<file path="config.mk">
export PLATFORM = sky130hd
export DESIGN_NAME = prfp_queue
export DESIGN_NICKNAME = d
export VERILOG_FILES = /design/src/sv/prfp_pkg.sv /design/src/sv/prfp_queue.sv
export SDC_FILE = /design/constraint.sdc
export NUM_CORES = 1
export LEC_CHECK = 0
export BUFFER_PORTS_ARGS = -buffer_cell sky130_fd_sc_hd__buf_2
export CAP_MARGIN = 0
export CORE_MARGIN = 5
export CORE_UTILIZATION = 50
export CTS_CLUSTER_SIZE = 30
export DETAILED_ROUTE_END_ITERATION = 12
export MAX_ROUTING_LAYER = met4
export PLACE_DENSITY_LB_ADDON = 0.08
export SLEW_MARGIN = 10
export SYNTH_ARGS = -nofsm -noshare
export SYNTH_HDL_FRONTEND = slang
export SYNTH_SLANG_ARGS = --single-unit
</file>
<file path="constraint.sdc">
create_clock -name clk -period 6.8 [get_ports clk]
set_input_delay 0.68 -clock clk [delete_from_list [all_inputs] [get_ports clk]]
set_output_delay 0.68 -clock clk [all_outputs]
set_load 0.005 [all_outputs]
</file>
<file path="src/sv/prfp_pkg.sv">
// ----------------------------------------------------------------------------
// prfp_pkg
// Shared types, constants and series tables for the body pose ramp and foot
// position solver.
// ----------------------------------------------------------------------------
package prfp_pkg;

	localparam int ANGLE_BITS_DEF = 16;
	localparam int COORD_BITS_DEF = 24;

	localparam int CFG_W     = 20;
	localparam int CFG_IDX_W = 3;
	localparam int STEP_W    = 12;
	localparam int TGT_W     = 16;

	localparam int DEG_FULL     = 92160;
	localparam int DEG_QUAD     = 23040;
	localparam int RAD_PER_UNIT = 73204;
	localparam int RAMP_DEAD    = 256;

	localparam logic [30:0] Q30_ONE = 31'h4000_0000;

	localparam logic [CFG_W-1:0] HIP_BASE_RST   = 20'd51200;
	localparam logic [CFG_W-1:0] HIP_TRACK_RST  = 20'd25600;
	localparam logic [CFG_W-1:0] FOOT_TRACK_RST = 20'd25600;
	localparam logic [CFG_W-1:0] STAND_RST      = 20'd38400;

	typedef enum logic [CFG_IDX_W-1:0] {
		REG_HIP_BASE   = 3'd0,
		REG_HIP_TRACK  = 3'd1,
		REG_FOOT_TRACK = 3'd2,
		REG_STAND      = 3'd3
	} cfg_reg_t;

	typedef enum logic [3:0] {
		ST_IDLE, ST_LOAD, ST_RED, ST_QUAD, ST_X2M, ST_X2, ST_MT, ST_MR, ST_CR,
		ST_FIN, ST_FIN2, ST_PM, ST_PR, ST_OUT
	} back_state_t;

	typedef struct packed {
		logic full;
		logic empty;
	} q_stat_t;

	// Horner divisors of the sine and cosine series.
	function automatic logic [7:0] series_div(input logic cos_pass, input logic [2:0] idx);
		case ({cos_pass, idx})
			4'b0000: series_div = 8'd110;
			4'b0001: series_div = 8'd72;
			4'b0010: series_div = 8'd42;
			4'b0011: series_div = 8'd20;
			4'b0100: series_div = 8'd6;
			4'b1000: series_div = 8'd132;
			4'b1001: series_div = 8'd90;
			4'b1010: series_div = 8'd56;
			4'b1011: series_div = 8'd30;
			4'b1100: series_div = 8'd12;
			default: series_div = 8'd1;
		endcase
	endfunction

	// floor(2^34 / divisor); the quotient is then off by at most one.
	function automatic logic [31:0] series_recip(input logic cos_pass, input logic [2:0] idx);
		case ({cos_pass, idx})
			4'b0000: series_recip = 32'd156180628;
			4'b0001: series_recip = 32'd238609294;
			4'b0010: series_recip = 32'd409044504;
			4'b0011: series_recip = 32'd858993459;
			4'b0100: series_recip = 32'd2863311530;
			4'b1000: series_recip = 32'd130150524;
			4'b1001: series_recip = 32'd190887435;
			4'b1010: series_recip = 32'd306783378;
			4'b1011: series_recip = 32'd572662306;
			4'b1100: series_recip = 32'd1431655765;
			default: series_recip = 32'hFFFF_FFFF;
		endcase
	endfunction

endpackage

</file>
<file path="src/sv/prfp_queue.sv">
// ----------------------------------------------------------------------------
// prfp_queue
// Two-entry queue of ramped pose values between the front and the back.
// ----------------------------------------------------------------------------
module prfp_queue #(
	parameter int DW = 3 * prfp_pkg::ANGLE_BITS_DEF
) (
	input  logic              clk,
	input  logic              arst_n,
	input  logic              push,
	input  logic [DW-1:0]     push_data,
	input  logic              pop,
	output logic [DW-1:0]     head,
	output prfp_pkg::q_stat_t stat
);

	logic [DW-1:0] mem_q [2];
	logic          wr_ptr_q, rd_ptr_q;
	logic [1:0]    cnt_q;

	assign head       = mem_q[rd_ptr_q];
	assign stat.full  = (cnt_q == 2'd2);
	assign stat.empty = (cnt_q == 2'd0);

	always_ff @(posedge clk) begin
		if (push)
			mem_q[wr_ptr_q] <= push_data;
	end

	always_ff @(posedge clk or negedge arst_n) begin
		if (!arst_n) begin
			wr_ptr_q <= 1'b0;
			rd_ptr_q <= 1'b0;
			cnt_q    <= 2'd0;
		end else begin
			if (push)
				wr_ptr_q <= ~wr_ptr_q;
			if (pop)
				rd_ptr_q <= ~rd_ptr_q;
			cnt_q <= cnt_q + 2'(push) - 2'(pop);
		end
	end

endmodule

</file>
### Word-level counts from Yosys, hierarchy flattened

Memory sizes are Yosys's and may differ from the RTL's.
Cells that the tools add are included.

| word-level totals | value |
|---|---|
| bits in registers | 4 |
| memory bits (writable) | 96 |
| input bits | 52 |
| output and inout port bits | 50 |
| word-level logic and storage cells | 12 |
| memories kept | 1 |

Memory list:

| memory | depth | width | rd ports | clocked after Yosys merged registers in | write ports | line | source |
|---|---|---|---|---|---|---|---|
| mem_q | 2 | 48 | 1 | 0 | 1 | prfp_queue.sv:17 | `logic [DW-1:0] mem_q [2];` |

| operators by class | value |
|---|---|
| add/sub/neg operators | 2 |
| equality and inequality tests | 1 |
| mux-type cells | 2 |
| bitwise logic cells | 2 |
| reductions and logical operators | 1 |

Operator list:

| kind | number |
|---|---|
| 2-bit by 1-bit adder with 2-bit output | 1 |
| 2-bit equality test, second input constant | 1 |
| 2-bit logical NOT | 1 |
| 1-bit 2-to-1 mux | 2 |
| 1-bit NOT | 2 |
| 2-bit by 1-bit subtractor with 2-bit output | 1 |

### Logic depth before layout (Yosys ltp)

| logic depth | value |
|---|---|
| depth in word-level cells | 2 |
| mapped depth | 5 |

### Worst setup path before layout

Ideal clock, no wire load.

| timing | value |
|---|---|
| kind | input port to flip-flop |
| start point | input port push |
| end point | memory mem_q[0][0] (netlist name) (enable) |
| library setup time | 0.459 ns |
| data arrival time | 2.811 ns |
| data required time | 6.341 ns |
| path slack | 3.530 ns |
| stages | 1 |
| buffers on the path | 0 |
| path through | nor2b_1 |

| on the way | value |
|---|---|
| word-level cells in the longest chain between the ends | 2 |

RTL lines:

| what | line | source |
|---|---|---|
| start, declared | prfp_queue.sv:10 | `input logic push,` |
| 1-bit 2-to-1 mux | prfp_queue.sv:26 | `if (push)` |
| 1-bit 2-to-1 mux (not written as such) | prfp_queue.sv:27 | `mem_q[wr_ptr_q] <= push_data;` |
| end, declared | prfp_queue.sv:17 |  |

No other way between the ends.

### Final worst setup path

| timing | value |
|---|---|
| start point | register rd_ptr_q |
| end point | output port head[6] |

| on the way | value |
|---|---|
| word-level cells in the longest chain between the ends | 1 |

RTL lines:

| what | line | source |
|---|---|---|
| start, declared | prfp_queue.sv:18 | `logic wr_ptr_q, rd_ptr_q;` |
| start signal, assigned | prfp_queue.sv:39 | `rd_ptr_q <= ~rd_ptr_q;` |
| memory 2 x 48 bit | - |  |
| end, declared | prfp_queue.sv:13 | `output logic [DW-1:0] head,` |

No other way between the ends.

==> impl_metrics.yaml <==
floorplan:
  rows: 31
  start_util_pct: 51.1
  die_area_um2: 9230
  fp.dieW_um: 96.1
  fp.dieH_um: 96.1
  pin_count: 102
  fp.coreArea_um2: 7250
power:
  power_density_nw_per_um2: 383
  cellLeakagePower_uw: 0.00176
  ir_worst_vdd_mv: 0.197
drt:
  vias_per_cell: 4.80
  drc: 0
  wl_mm: 6.16
  drt-initial-drc-count: 58
  first_pass_iters: 4
  ant_nets: 0
  post_drt_wl_per_cell_um: 16.2
  vias: 1820
outcome:
  outcome: "finished, final reports clean"
clock_tree:
  cts_hold_buffers: 0
  cts_root_buffer: "clkbuf_8"
  cts_sinks: 100
  cts.htree.levels: 3
  cts_tree: "built"
  worstSkewPairLatency_ns: 0.34
  cts_buffer_depth: 2
  clk_pin_slew_ns: 0.08
  cts_setup_buffers: 0
  numCtsBuffers: 9
  ctsResizeCount: 0
timing:
  clock.fmax_mhz: 373
  max_slew_margin_pct: 64.3
  fin_crit_sh_pct: 39.4
  fin_skew_ns: 0.00484
  hold_viol_final: 0
  worstMarginPinSlew_ns: 0.536
  period_minus_slack_ns: 2.68
  fin_ws_ns: 4.12
  setup-violations-final: 0
  rsz0062_at_grt: "false"
  setup_tns_ns: 0
  slew_viol_final: 0
cells_and_area:
  mostFrequentLayoutCell: "buf_2"
  syn_to_final_growth_pct: 22.2
  fin_nets: 328
  most-common-layout-cells: "buf_2 (101), edfxtp_1 (96), mux2_2 (38)"
  drive_gt1_share_pct: 60.2
global_route:
  grt_max_degree: 41
  grt_pass1_vias: 1945
  grt_antenna_before_repair: 1
  grt.total_usage_pct: 14.6
  grt-ovfl-total: 0
  grt_pass1_wl_mm: 9.45
logic_synthesis:
  syn_area_per_cell_um2: 22.6
  synth_top_area_cell: "edfxtp_1"
  ys_types: 14
  syn-cell-area_um2: 3710
  ys_ff_latch: 100
  synth_top_cell_area_share_pct: 77.8
  seq_area_frac_synth_pct: 80.5
  syn_inst: 164
  syn_nets: 218
  synth_area_leaders: "edfxtp_1 (78%), mux2_2 (12%), mux2_4 (4.1%), dfrtp_1 (2.7%), ha_1 (0.68%)"
  ys_warn_count: 0
setup_path:
  crit_arrival_ns: 2.00
  critical_path_class: "flip-flop to output port"
  crit_path_max_fanout: 34
  cpMaxStageDelayCell: "dfrtp_2"
  start_kind: "flip-flop"
  crit_required_ns: 6.12
  crit_chain: "buf_4 -> mux2_2 -> buf_2"
  cp_slowest_stage_delay_ns: 0.60
  end_kind: "output port"
place:
  dpl.hpwl_mm: 4.15
  io_buffers: 101
  gp_congestion: 0.684
  dp_slack_ns: 4.43
min_path:
  worstHoldPathType: "input pin to async pin"
run:
  cap_violations: 0
[power breakdown]
| part | internal [µW] | switching [µW] | total, µW |
|---|---|---|---|
| Combinational | 262 | 219 | 481 |
| Sequential | 819 | 48.7 | 867 |
| Clock | 206 | 180 | 386 |
| Total | 1290 | 448 | 1730 |
[registers in the layout, summed over array words and instances (netlist names)]
register	count
mem_q	96
cnt_q	2
rd_ptr_q	1
wr_ptr_q	1
[layer usage]
layer / up-vias / share of wire, % / global-route usage, %
li1: 860 / - / -
met1: 892 / 41 / 17.2
met2: 62 / 51 / 23.6
met3: 6 / 7.2 / 4.85
met4: 0 / 0.86 / 5.33
met5: - / 0 / -
[final cells by class]
class	count	area [µm²]
Antenna cell	1	2.50
Clock buffer	11	131
Clock inverter	5	76.3
Fill cell	553	2720
Inverter	2	7.51
Multi-Input combinational cell	57	676
Sequential cell	100	2980
Tap cell	99	124
Timing Repair Buffer	104	528
[cells in the mapped netlist]
| master | n |
|---|---|
| ha_1 | 2 |
| buf_6 | 1 |
| dfrtp_1 | 4 |
| nor2_1 | 1 |
| xor3_1 | 1 |
| inv_1 | 2 |
| buf_8 | 1 |
| edfxtp_1 | 96 |
| nor2b_1 | 2 |
| buf_4 | 3 |
| and2_1 | 1 |
| mux2_2 | 38 |
| mux2_4 | 10 |
| xor2_1 | 2 |
[worst paths after layout]
check	slack, ns	cells past startpoint	from	endpoint
setup / recovery	4.12	3	rd_ptr_q	head[6]
hold / removal	0.13	1	arst_n	cnt_q[0]
setup reg to reg	5.17	2	wr_ptr_q	mem_q[1][17]
hold reg to reg	0.55	1	wr_ptr_q	wr_ptr_q
max in group asynchronous	6.54	1	arst_n	rd_ptr_q
min in group clk	0.52	1	push_data[35]	mem_q[0][35]
[logic make-up (layout without fill, tap and decap cells)]
| kind of cell | count (synthesis) | in the layout | share of synthesized area, % |
|---|---|---|---|
| buffers and inverters | 7 | 122 | 1.52 |
| adder cells (fa/ha/maj) | 2 | 2 | 0.675 |
| XOR/XNOR | 3 | 3 | 1.11 |
| AND/OR/NAND/NOR | 4 | 4 | 0.608 |
| flip-flops | 100 | 100 | 80.5 |
| multiplexers | 48 | 48 | 15.6 |
| other | 0 | 1 | 0 |
[metrics by stage]
stage	utilization (%)	area, µm²	total power, µW	hold WS (ns)	instances
floorplan	-	3710	1190	0.384	164
global placement	59.5	4320	1370	0.492	362
detailed placement	59.5	4320	1380	0.491	362
CTS	62.4	4530	1770	0.103	378
global route	62.4	4530	1840	0.0859	379
finish	62.4	4530	1730	0.125	379
[critical path, delay by kind of cell (launching register included)]
| kind | cells | cell delay, ns |
|---|---|---|
| flip-flops | 1 | 0.60 |
| buffers and inverters | 2 | 0.64 |
| multiplexers | 1 | 0.40 |
Power figures use the tool's default switching activity.
