--- src/sv/prfp_pkg.sv ---
// ----------------------------------------------------------------------------
// prfp_pkg
// Shared types, constants and series tables for the body pose ramp and foot
// position solver.
// ----------------------------------------------------------------------------
package prfp_pkg;

	localparam int ANGLE_BITS_DEF = 16;
	localparam int COORD_BITS_DEF = 24;

	localparam int CFG_W     = 20;
	localparam int CFG_IDX_W = 3;
	localparam int STEP_W    = 12;
	localparam int TGT_W     = 16;

	localparam int DEG_FULL     = 92160;
	localparam int DEG_QUAD     = 23040;
	localparam int RAD_PER_UNIT = 73204;
	localparam int RAMP_DEAD    = 256;

	localparam logic [30:0] Q30_ONE = 31'h4000_0000;

	localparam logic [CFG_W-1:0] HIP_BASE_RST   = 20'd51200;
	localparam logic [CFG_W-1:0] HIP_TRACK_RST  = 20'd25600;
	localparam logic [CFG_W-1:0] FOOT_TRACK_RST = 20'd25600;
	localparam logic [CFG_W-1:0] STAND_RST      = 20'd38400;

	typedef enum logic [CFG_IDX_W-1:0] {
		REG_HIP_BASE   = 3'd0,
		REG_HIP_TRACK  = 3'd1,
		REG_FOOT_TRACK = 3'd2,
		REG_STAND      = 3'd3
	} cfg_reg_t;

	typedef enum logic [3:0] {
		ST_IDLE, ST_LOAD, ST_RED, ST_QUAD, ST_X2M, ST_X2, ST_MT, ST_MR, ST_CR,
		ST_FIN, ST_FIN2, ST_PM, ST_PR, ST_OUT
	} back_state_t;

	typedef struct packed {
		logic full;
		logic empty;
	} q_stat_t;

	// Horner divisors of the sine and cosine series.
	function automatic logic [7:0] series_div(input logic cos_pass, input logic [2:0] idx);
		case ({cos_pass, idx})
			4'b0000: series_div = 8'd110;
			4'b0001: series_div = 8'd72;
			4'b0010: series_div = 8'd42;
			4'b0011: series_div = 8'd20;
			4'b0100: series_div = 8'd6;
			4'b1000: series_div = 8'd132;
			4'b1001: series_div = 8'd90;
			4'b1010: series_div = 8'd56;
			4'b1011: series_div = 8'd30;
			4'b1100: series_div = 8'd12;
			default: series_div = 8'd1;
		endcase
	endfunction

	// floor(2^34 / divisor); the quotient is then off by at most one.
	function automatic logic [31:0] series_recip(input logic cos_pass, input logic [2:0] idx);
		case ({cos_pass, idx})
			4'b0000: series_recip = 32'd156180628;
			4'b0001: series_recip = 32'd238609294;
			4'b0010: series_recip = 32'd409044504;
			4'b0011: series_recip = 32'd858993459;
			4'b0100: series_recip = 32'd2863311530;
			4'b1000: series_recip = 32'd130150524;
			4'b1001: series_recip = 32'd190887435;
			4'b1010: series_recip = 32'd306783378;
			4'b1011: series_recip = 32'd572662306;
			4'b1100: series_recip = 32'd1431655765;
			default: series_recip = 32'hFFFF_FFFF;
		endcase
	endfunction

endpackage

--- src/sv/prfp_front.sv ---
// ----------------------------------------------------------------------------
// prfp_front
// Accepts input items, ramps pitch, roll and shift toward their targets and
// pushes the new running values into the queue.
// ----------------------------------------------------------------------------
module prfp_front #(
	parameter int ANGLE_BITS = prfp_pkg::ANGLE_BITS_DEF
) (
	input  logic                           clk,
	input  logic                           arst_n,
	input  logic                           in_valid,
	output logic                           in_stall,
	input  logic signed [prfp_pkg::TGT_W-1:0]  target_pitch,
	input  logic signed [prfp_pkg::TGT_W-1:0]  target_roll,
	input  logic signed [prfp_pkg::TGT_W-1:0]  target_shift,
	input  logic        [prfp_pkg::STEP_W-1:0] step_size,
	input  prfp_pkg::q_stat_t              q_stat,
	output logic                           push,
	output logic        [3*ANGLE_BITS-1:0] push_data
);

	localparam int RW = ((ANGLE_BITS > prfp_pkg::TGT_W) ? ANGLE_BITS : prfp_pkg::TGT_W) + 3;
	localparam logic signed [RW-1:0] AMAX = {{(RW-ANGLE_BITS+1){1'b0}}, {(ANGLE_BITS-1){1'b1}}};
	localparam logic signed [RW-1:0] AMIN = ~AMAX;
	localparam logic signed [RW-1:0] DEAD = RW'(prfp_pkg::RAMP_DEAD);

	logic signed [ANGLE_BITS-1:0] pitch_now_q, roll_now_q, shift_now_q;
	logic signed [ANGLE_BITS-1:0] pitch_nxt, roll_nxt, shift_nxt;

	function automatic logic signed [ANGLE_BITS-1:0] ramp(
		input logic signed [ANGLE_BITS-1:0] cur,
		input logic signed [prfp_pkg::TGT_W-1:0] tgt,
		input logic [prfp_pkg::STEP_W-1:0] step
	);
		logic signed [RW-1:0] c, t, s, n;
		c = RW'(cur);
		t = RW'(tgt);
		s = RW'(signed'({1'b0, step}));
		if (t - c > DEAD)
			n = c + s;
		else if (c - t > DEAD)
			n = c - s;
		else
			n = c;
		if (n > AMAX)
			n = AMAX;
		else if (n < AMIN)
			n = AMIN;
		ramp = n[ANGLE_BITS-1:0];
	endfunction

	assign in_stall = q_stat.full;
	assign push     = in_valid & ~q_stat.full;

	always_comb begin
		pitch_nxt = ramp(pitch_now_q, target_pitch, step_size);
		roll_nxt  = ramp(roll_now_q, target_roll, step_size);
		shift_nxt = ramp(shift_now_q, target_shift, step_size);
	end

	assign push_data = {shift_nxt, roll_nxt, pitch_nxt};

	always_ff @(posedge clk or negedge arst_n) begin
		if (!arst_n) begin
			pitch_now_q <= '0;
			roll_now_q  <= '0;
			shift_now_q <= '0;
		end else if (push) begin
			pitch_now_q <= pitch_nxt;
			roll_now_q  <= roll_nxt;
			shift_now_q <= shift_nxt;
		end
	end

endmodule

--- config.mk ---
export PLATFORM = sky130hd
export DESIGN_NAME = prfp_front
export DESIGN_NICKNAME = d
export VERILOG_FILES = /design/src/sv/prfp_pkg.sv /design/src/sv/prfp_front.sv
export SDC_FILE = /design/constraint.sdc
export NUM_CORES = 1
export LEC_CHECK = 0
export BUFFER_PORTS_ARGS = -buffer_cell sky130_fd_sc_hd__buf_2
export CAP_MARGIN = 10
export CORE_MARGIN = 2
export CORE_UTILIZATION = 65
export CTS_BUF_LIST = sky130_fd_sc_hd__clkbuf_4 sky130_fd_sc_hd__clkbuf_8
export DETAILED_ROUTE_END_ITERATION = 8
export PLACE_DENSITY = 0.95
export SYNTH_ARGS = -nofsm -noshare
export SYNTH_HDL_FRONTEND = slang
export SYNTH_SLANG_ARGS = --single-unit
--- constraint.sdc ---
create_clock -name clk -period 13.75 [get_ports clk]
set_input_delay 4.125 -clock clk [delete_from_list [all_inputs] [get_ports clk]]
set_output_delay 4.125 -clock clk [all_outputs]
set_load 0.05 [all_outputs]
* Word level (Yosys, flattened, before mapping)
Index checks and enable logic that the tools add are counted.
Storage, ports and cells: bits in read-only memories 0, memories 0, word-level logic and storage cells 41, bits in writable memories 0, register bits after elaboration 48, input port bits 65, output and inout bits 50, bits in latches 0
Cells by class: bitwise logic cells 2, equality and inequality tests 0, add/sub/neg operators 12, order comparisons 12, multiply operators 0, shift operators 0, muxes and demuxes 12, reduce and logical (&&, ||, !) cells 0, div/mod/pow operators 0
Operator list (number):
- $mux 19 | 6
- $gt 17x10->1 const B | 6
- $sub 16x16->17 | 6
- $mux 16 | 6
- $gt 19x16->1 const B | 3
- $lt 19x16->1 const B | 3
- $add 16x13->17 | 3
- $sub 16x13->17 | 3
- $and 1x1->1 | 1
- $not 1->1 | 1

* Longest topological paths before layout
Gate-level depths: netlist of run 1.
word-level depth 7, mapped depth 18, gate-level depth less buffers 16

* Worst setup path after synthesis of run 1
OpenSTA, ideal clock, no wires.
path type input port to output port, from in target_pitch[1] (netlist bit), to out push_data[14], arrival time 8.295 ns, setup slack 1.330 ns, path buffers 2, stages 16, required time 9.625 ns, cells stage by stage inv_1 > ha_1 > nor2b_4 > o211a_1 > o21a_1 > or4_1 > a2111oi_2 > o21ai_1 > a211o_1 > o21a_1 > buf_4 > a21oi_1 > buf_2 > a32oi_1 > xnor2_1 > o21ai_0
Between the ends: cells in the longest elaborated chain, start to end 7, elaborated cells on any way between the ends 10, those cells by class add/sub (2); order compare (4); mux (4)
Ends and longest elaborated chain:
- start, declared | line prfp_front.sv:13 | input logic signed [prfp_pkg::TGT_W-1:0] target_pitch,
- $sub 16x16->17 | line prfp_front.sv:41 | else if (c - t > DEAD)
- $gt 17x10->1 | line prfp_front.sv:41
- $mux 19 | line prfp_front.sv:41
- $mux 19 * | line prfp_front.sv:39 | if (t - c > DEAD)
- $lt 19x16->1 | line prfp_front.sv:47 | else if (n < AMIN)
- $mux 16 | line prfp_front.sv:47
- $mux 16 * | line prfp_front.sv:45 | if (n > AMAX)
- end, declared | line prfp_front.sv:19 | output logic [3*ANGLE_BITS-1:0] push_data
Every way passes the cells marked *; elsewhere a longest branch is shown, timed or not.

* Final worst setup path of run 1
from in target_shift[2] (netlist bit), to out push_data[40]
Between the ends: cells in the longest elaborated chain, start to end 7, elaborated cells on any way between the ends 10, those cells by class add/sub (2); order compare (4); mux (4)
Ends and longest elaborated chain:
- start, declared | line prfp_front.sv:15 | input logic signed [prfp_pkg::TGT_W-1:0] target_shift,
- $sub 16x16->17 | line prfp_front.sv:41
- $gt 17x10->1 | line prfp_front.sv:41
- $mux 19 | line prfp_front.sv:41
- $mux 19 * | line prfp_front.sv:39
- $lt 19x16->1 | line prfp_front.sv:47
- $mux 16 | line prfp_front.sv:47
- $mux 16 * | line prfp_front.sv:45
Marked as above.

==> summary.md, run 1 <==
| Metric | Value |
|---|---|
| Post-synthesis mux area share | `1.10%` |
| Synth Instances | `1,540` |
| Warnings, synthesis | `0` |
| # DRC | `19` |
| CTS Root Cell | `clkbuf_8` |
| CTS tree | `built` |
| Post-synth top flop | `dfrtp_1` |
| Synthesized-area fraction occupied by adder cells | `20.0%` |
| Status | `finished, violations left` |
| Final hold vios | `0` |
| Latest clock arrival within the worst-skew pair | `0.35 ns` |
| Layout Cells excl Fill | `1,825` |
| Worst-path clk slew | `0.09 ns` |
| Synth unique cells | `86` |
| Crit-path max FO | `12` |
| Sequential element share of the synthesized area | `10.7%` |
| Num CTS Buffers | `5` |
| Io pins | `115` |
| Final slew viol count | `0` |
| RSZ-0062 raised after global routing | `no` |
| Final ANT Viol Nets | `0` |
| Max_slew headroom | `22.6%` |
| Final #Nets | `1,843` |
| GRT Overall Usage | `36.0%` |
| Diodes inserted | `0` |
| Setup_tns | `0 ns` |
| Syn Area/Cell | `7.26 µm²` |
| Slowest CP cell | `a2111oi_0` |
| Die Y | `135 µm` |
| GPL Wtd Cong | `0.951` |
| Largest net degree at the start of global routing | `60` |
| H-tree depth | `2` |
| Die Wd | `135 µm` |
| FMAX | `77.5 MHz` |
| Post-synthesis register bit count | `48` |
| PnR worst setup slack | `0.851 ns` |
| Hold Crit Class | `flip-flop to flip-flop` |
| Grt ovf | `0` |
| Buffers on Ports | `113` |
| Post-detailed-route wirelength per cell | `18.4 µm` |
| Most frequent cells in the layout | `168 x ha_1, 164 x inv_1, 115 x nor2_1` |
| DRT Pass-1 Iters | `9` |
| Fin crit share | `93.8%` |
| Largest family of logic cells by synthesized area | `compound AO/OA/AOI/OAI gates` |
| Clock sink total | `48` |
| Synthesized cell area | `11,200 µm²` |
| Commonest non-fill, non-tap cell in the layout | `ha_1` |
| Clock Tree Buf Depth | `2` |
| Crit path buf inv count | `3` |
| Setup Skew | `0.0201 ns` |
| Crit. End Element | `output pin` |
| DR vias/cell | `6.88` |
| Hold Buf Count CTS | `0` |
| Setup Fix Bufs, Post-CTS | `0` |
| Share of cells above drive strength 1 | `10.9%` |
| Critical Path RT | `9.62 ns` |
| Core area | `16,700 µm²` |
| Placed insts | `1,817` |
| Post-synthesis compound-gate area fraction | `35.2%` |
| Routed vias | `12,600` |
| Syn Nets | `1,779` |
| Critical path arrival | `8.77 ns` |
| Top delay family on crit path | `compound AO/OA/AOI/OAI gates` |
| DP Worst Slack | `0.997 ns` |
| Number of synthesized flops with an enable pin | `0` |
| Initial DRC Count | `1,454` |
| Dpl hpwl | `26,500 µm` |
| Die area | `18,300 µm²` |
| WL final | `33,600 µm` |
| Final-report setup violation count | `0` |
| Kind of critical path | `input port to output pin` |
| Actual slew at the worst max-slew pin | `1.15 ns` |
| First-pass GRT wire length | `54,500 µm` |
| Crit path top cell by count | `buf_2` |
| Worst path cell trace | `buf_2 -> inv_1 -> ha_1 -> o21ai_1 -> a21oi_1 -> o32ai_1 -> xnor2_1 -> a2111oi_0 -> o2111ai_1 -> nor4_1 -> o32a_1 -> nand2_1 -> o221a_2 -> and3_1 -> nor2_1 -> buf_2` |
| Minimum clock period | `12.90 ns` |
| Layout Area Growth over Synthesis | `6.47%` |
| Number of global-route vias before repair | `11,600` |
| Row count | `47` |
| Initial cell density of the core | `66.9%` |
| Post-synthesis xor/xnor area fraction | `3.45%` |
| Async S/R FF share, synth | `100%` |
| Max-cap violations | `0` |
| Synth Area in Simple Gates | `21.4%` |
| Initial antenna violation count | `0` |
| Post_cts resized | `0` |
| Startpoint Class | `input port` |
| CP max stage delay | `0.62 ns` |
| Fillers | `1,368` |
| Failing checks | `DRC` |
-- kinds of logic after synthesis --
family | after synthesis
AOI/OAI and AO/OA | 560
and+or+nand+nor | 469
buffers and inverters | 232
adders and majority gates | 175
DFF | 48
xor gates and xnor gates | 44
muxes | 12
-- metal layers --
metal | global-route usage (%) | wire length [µm] | share of wire, %
met1 | 47.4 | 13900 | 41
met2 | 59.5 | 15100 | 45
met3 | 4.83 | 3300 | 9.8
met4 | 15.0 | 1380 | 4.1
met5 | 0 | 0 | 0
-- flip-flops by register name, indices dropped and copies added (netlist names) --
signal / cells
pitch_now_q: 16
roll_now_q: 16
shift_now_q: 16
-- Yosys cell counts, types with 12 or more instances --
library cell | count | share of area [%]
buf_2 | 20 | 0.90
and2_1 | 18 | 1.0
nor4_1 | 14 | 0.78
inv_1 | 165 | 5.5
xnor2_1 | 26 | 2.0
nand2_1 | 99 | 3.3
o21a_1 | 29 | 1.9
o22ai_1 | 34 | 1.9
nand3_1 | 33 | 1.5
nor3_1 | 37 | 1.7
nand2b_1 | 18 | 1.0
nor2b_1 | 31 | 1.7
or3_1 | 23 | 1.3
o21ai_0 | 93 | 4.2
ha_1 | 168 | 19
o211ai_1 | 17 | 1.1
nor2_1 | 115 | 3.9
a31oi_1 | 17 | 0.95
a221oi_1 | 12 | 0.94
nand4_1 | 20 | 1.1
clkbuf_1 | 41 | 1.4
a21oi_1 | 109 | 4.9
dfrtp_1 | 48 | 11
and3_1 | 19 | 1.1
a211oi_1 | 22 | 1.5
a21o_1 | 37 | 2.5
xor2_1 | 18 | 1.4
o21bai_1 | 20 | 1.3
-- layout make-up --
class | instances | area [µm²] | share of cell area, %
Clock inverter | 2 | 10.0 | 0.0841
Sequential cell | 48 | 1200 | 10.1
Clock buffer | 6 | 82.6 | 0.694
Multi-Input combinational cell | 1260 | 9060 | 76.2
Tap cell | 220 | 275 | 2.31
Timing Repair Buffer | 124 | 648 | 5.45
Inverter | 165 | 619 | 5.20
-- path summary, 6_finish.rpt --
path,to,from,slack (ns),cells after the start
max in group asynchronous,shift_now_q[11]$_DFFE_PN0P_,arst_n,9.39,2
worst min register to register,roll_now_q[15]$_DFFE_PN0P_,roll_now_q[15]$_DFFE_PN0P_,0.62,2
worst min-delay path,roll_now_q[15]$_DFFE_PN0P_,roll_now_q[15]$_DFFE_PN0P_,0.62,2
min in group asynchronous,pitch_now_q[12]$_DFFE_PN0P_,arst_n,3.90,2
worst max-delay path,push_data[40],target_shift[2],0.85,16
worst max register to register,roll_now_q[11]$_DFFE_PN0P_,roll_now_q[1]$_DFFE_PN0P_,8.50,14
-- worst register-to-register path: cells and delay by family (launching register included) --
kind / cells / cell delay, ns
and+or+nand+nor: 4 / 1.33
adders and majority gates: 1 / 0.38
buffers and inverters: 1 / 0.23
DFF: 1 / 0.52
AOI/OAI and AO/OA: 8 / 2.62
-- metrics by stage --
stage | util, % | hold slack [ns] | area (µm²)
global route | 71.3 | 0.652 | 11900
floorplan | - | 0.522 | 11200
CTS | 71.3 | 0.601 | 11900
finish | 71.3 | 0.618 | 11900
detailed placement | 70.7 | 0.584 | 11800
global placement | 70.7 | 0.562 | 11800
Power of run 1 is not shown: default switching activity piles up to over one toggle a cycle in this logic, so the estimate is an artifact.
==> inputs of run 2 (changes only) <==
Settings changed: CORE_ASPECT_RATIO from default to 1.2, RECOVER_POWER from default to 25.
==> summary.md, run 2 (synthesis results as in run 1) <==
| Metric | Value |
|---|---|
| FMAX | `77.7 MHz (+0.29%)` |
| CTS tree | `built` |
| Latest clock arrival within the worst-skew pair | `0.34 ns (about the same)` |
| Core area | `16,900 µm² (+0.90%)` |
| Critical path arrival | `8.74 ns (-0.03 ns)` |
| Buffers on Ports | `113 (unchanged)` |
| Final-report setup violation count | `0 (unchanged)` |
| Number of global-route vias before repair | `11,500 (-0.90%)` |
| Io pins | `115 (unchanged)` |
| Max_slew headroom | `-92.1% (-110 points)` |
| Die area | `18,300 µm² (about the same)` |
| DR vias/cell | `6.76 (-1.7%)` |
| Final ANT Viol Nets | `0 (unchanged)` |
| Die Wd | `124 µm (-8.5%)` |
| Dpl hpwl | `26,300 µm (-0.71%)` |
| Clock Tree Buf Depth | `2 (unchanged)` |
| Commonest non-fill, non-tap cell in the layout | `ha_1` |
| Initial cell density of the core | `66.3% (-0.60 points)` |
| Post-detailed-route wirelength per cell | `17.9 µm (-2.8%)` |
| Share of cells above drive strength 1 | `10.9% (about the same)` |
| Startpoint Class | `input port` |
| RSZ-0062 raised after global routing | `no` |
| Row count | `52 (+11%)` |
| Worst-path clk slew | `0.10 ns (about the same)` |
| Grt ovf | `0 (unchanged)` |
| Die Y | `148 µm (+9.3%)` |
| Initial DRC Count | `1,179 (-19%)` |
| Setup Skew | `0.0107 ns (-0.00936 ns)` |
| Clock sink total | `48 (unchanged)` |
| Crit-path max FO | `12 (unchanged)` |
| Layout Area Growth over Synthesis | `6.45% (about the same)` |
| Minimum clock period | `12.86 ns (-0.0370 ns)` |
| GPL Wtd Cong | `1.00 (+5.3%)` |
| Failing checks | `capacitance limit, slew limit` |
| First-pass GRT wire length | `53,300 µm (-2.2%)` |
| Critical Path RT | `9.62 ns (about the same)` |
| Setup_tns | `0 ns (unchanged)` |
| Setup Fix Bufs, Post-CTS | `0 (unchanged)` |
| Hold Buf Count CTS | `0 (unchanged)` |
| # DRC | `0 (-19)` |
| Initial antenna violation count | `1 (+1)` |
| Final hold vios | `0 (unchanged)` |
| H-tree depth | `2 (unchanged)` |
| Num CTS Buffers | `5 (unchanged)` |
| Post_cts resized | `0 (unchanged)` |
| Top flop regs | `pitch_now_q (16), roll_now_q (16), shift_now_q (16)` |
| Kind of critical path | `input port to output pin` |
| DRT Pass-1 Iters | `6 (-3)` |
| Fin crit share | `93.5% (-0.27 points)` |
| CTS Root Cell | `clkbuf_8` |
| Most frequent cells in the layout | `168 x ha_1, 164 x inv_1, 115 x nor2_1` |
| Status | `finished, violations left` |
| Final #Nets | `1,845 (+0.11%)` |
| Routed vias | `12,300 (-1.8%)` |
| Final slew viol count | `49 (+49)` |
| GRT Overall Usage | `35.4% (-0.56 points)` |
| Hold Crit Class | `flip-flop to flip-flop` |
| Largest net degree at the start of global routing | `49 (-18%)` |
| Actual slew at the worst max-slew pin | `2.88 ns (+1.73 ns)` |
| Crit. End Element | `output pin` |
| WL final | `32,600 µm (-2.9%)` |
| Max-cap violations | `1 (+1)` |
[run 2: metal layers]
layer	vias to the layer above	wire, µm	global-route usage, %
met2	599	15400	58.3
met1	5779	13500	45.8
met4	2	1290	16.1
met5	-	7	0
li1	5842	-	-
met3	110	2480	4.55
[run 2: area by class of cell]
type | count | area [µm²]
fill | 1430 | 4950
multi-input combinational | 1260 | 9060
tap | 216 | 270
antenna | 1 | 2.50
clock buffer | 6 | 76.3
sequential | 48 | 1200
timing repair buffer | 126 | 659
inverter | 165 | 619
clock inverter | 1 | 5.00
[run 2: final timing paths]
check                                      startpoint                          end  slack, ns  depth (start not counted)
setup / recovery                      target_pitch[1]                 push_data[6]       0.89                         17
hold / removal             roll_now_q[15]$_DFFE_PN0P_   roll_now_q[15]$_DFFE_PN0P_       0.62                          2
setup reg to reg            roll_now_q[1]$_DFFE_PN0P_   roll_now_q[11]$_DFFE_PN0P_       8.64                         14
hold reg to reg            roll_now_q[15]$_DFFE_PN0P_   roll_now_q[15]$_DFFE_PN0P_       0.62                          2
max in group asynchronous                      arst_n    roll_now_q[5]$_DFFE_PN0P_       7.32                          2
min in group asynchronous                      arst_n  pitch_now_q[12]$_DFFE_PN0P_       4.81                          2
[run 2: through the flow]
stage | utilization, % | setup slack, ns | hold slack, ns | cells | cell area [µm²]
final | 70.6 | 0.888 | 0.622 | 1823 | 11900
after global routing | 70.6 | 0.601 | 0.638 | 1822 | 11900
after CTS | 70.6 | 0.987 | 0.616 | 1822 | 11900
after detailed placement | 70.1 | 0.985 | 0.598 | 1815 | 11800
after global placement | 70.1 | 1.01 | 0.562 | 1815 | 11800
after floorplan | - | 1.33 | 0.522 | 1540 | 11200
[run 2: critical path: stages]
cell and delay, ns:
buf_2 0.10, inv_1 0.04, ha_1 0.31, nor2b_4 0.14
o211a_1 0.23, o21a_1 0.24, or4_1 0.51, a2111oi_2 0.36
o21ai_1 0.15, a211o_1 0.34, o21a_1 0.40, a21oi_1 0.75
nand4_1 0.18, o311ai_0 0.16, buf_4 0.25, o21ai_0 0.17
buf_2 0.28
Power of run 2 is left out for the same reason.
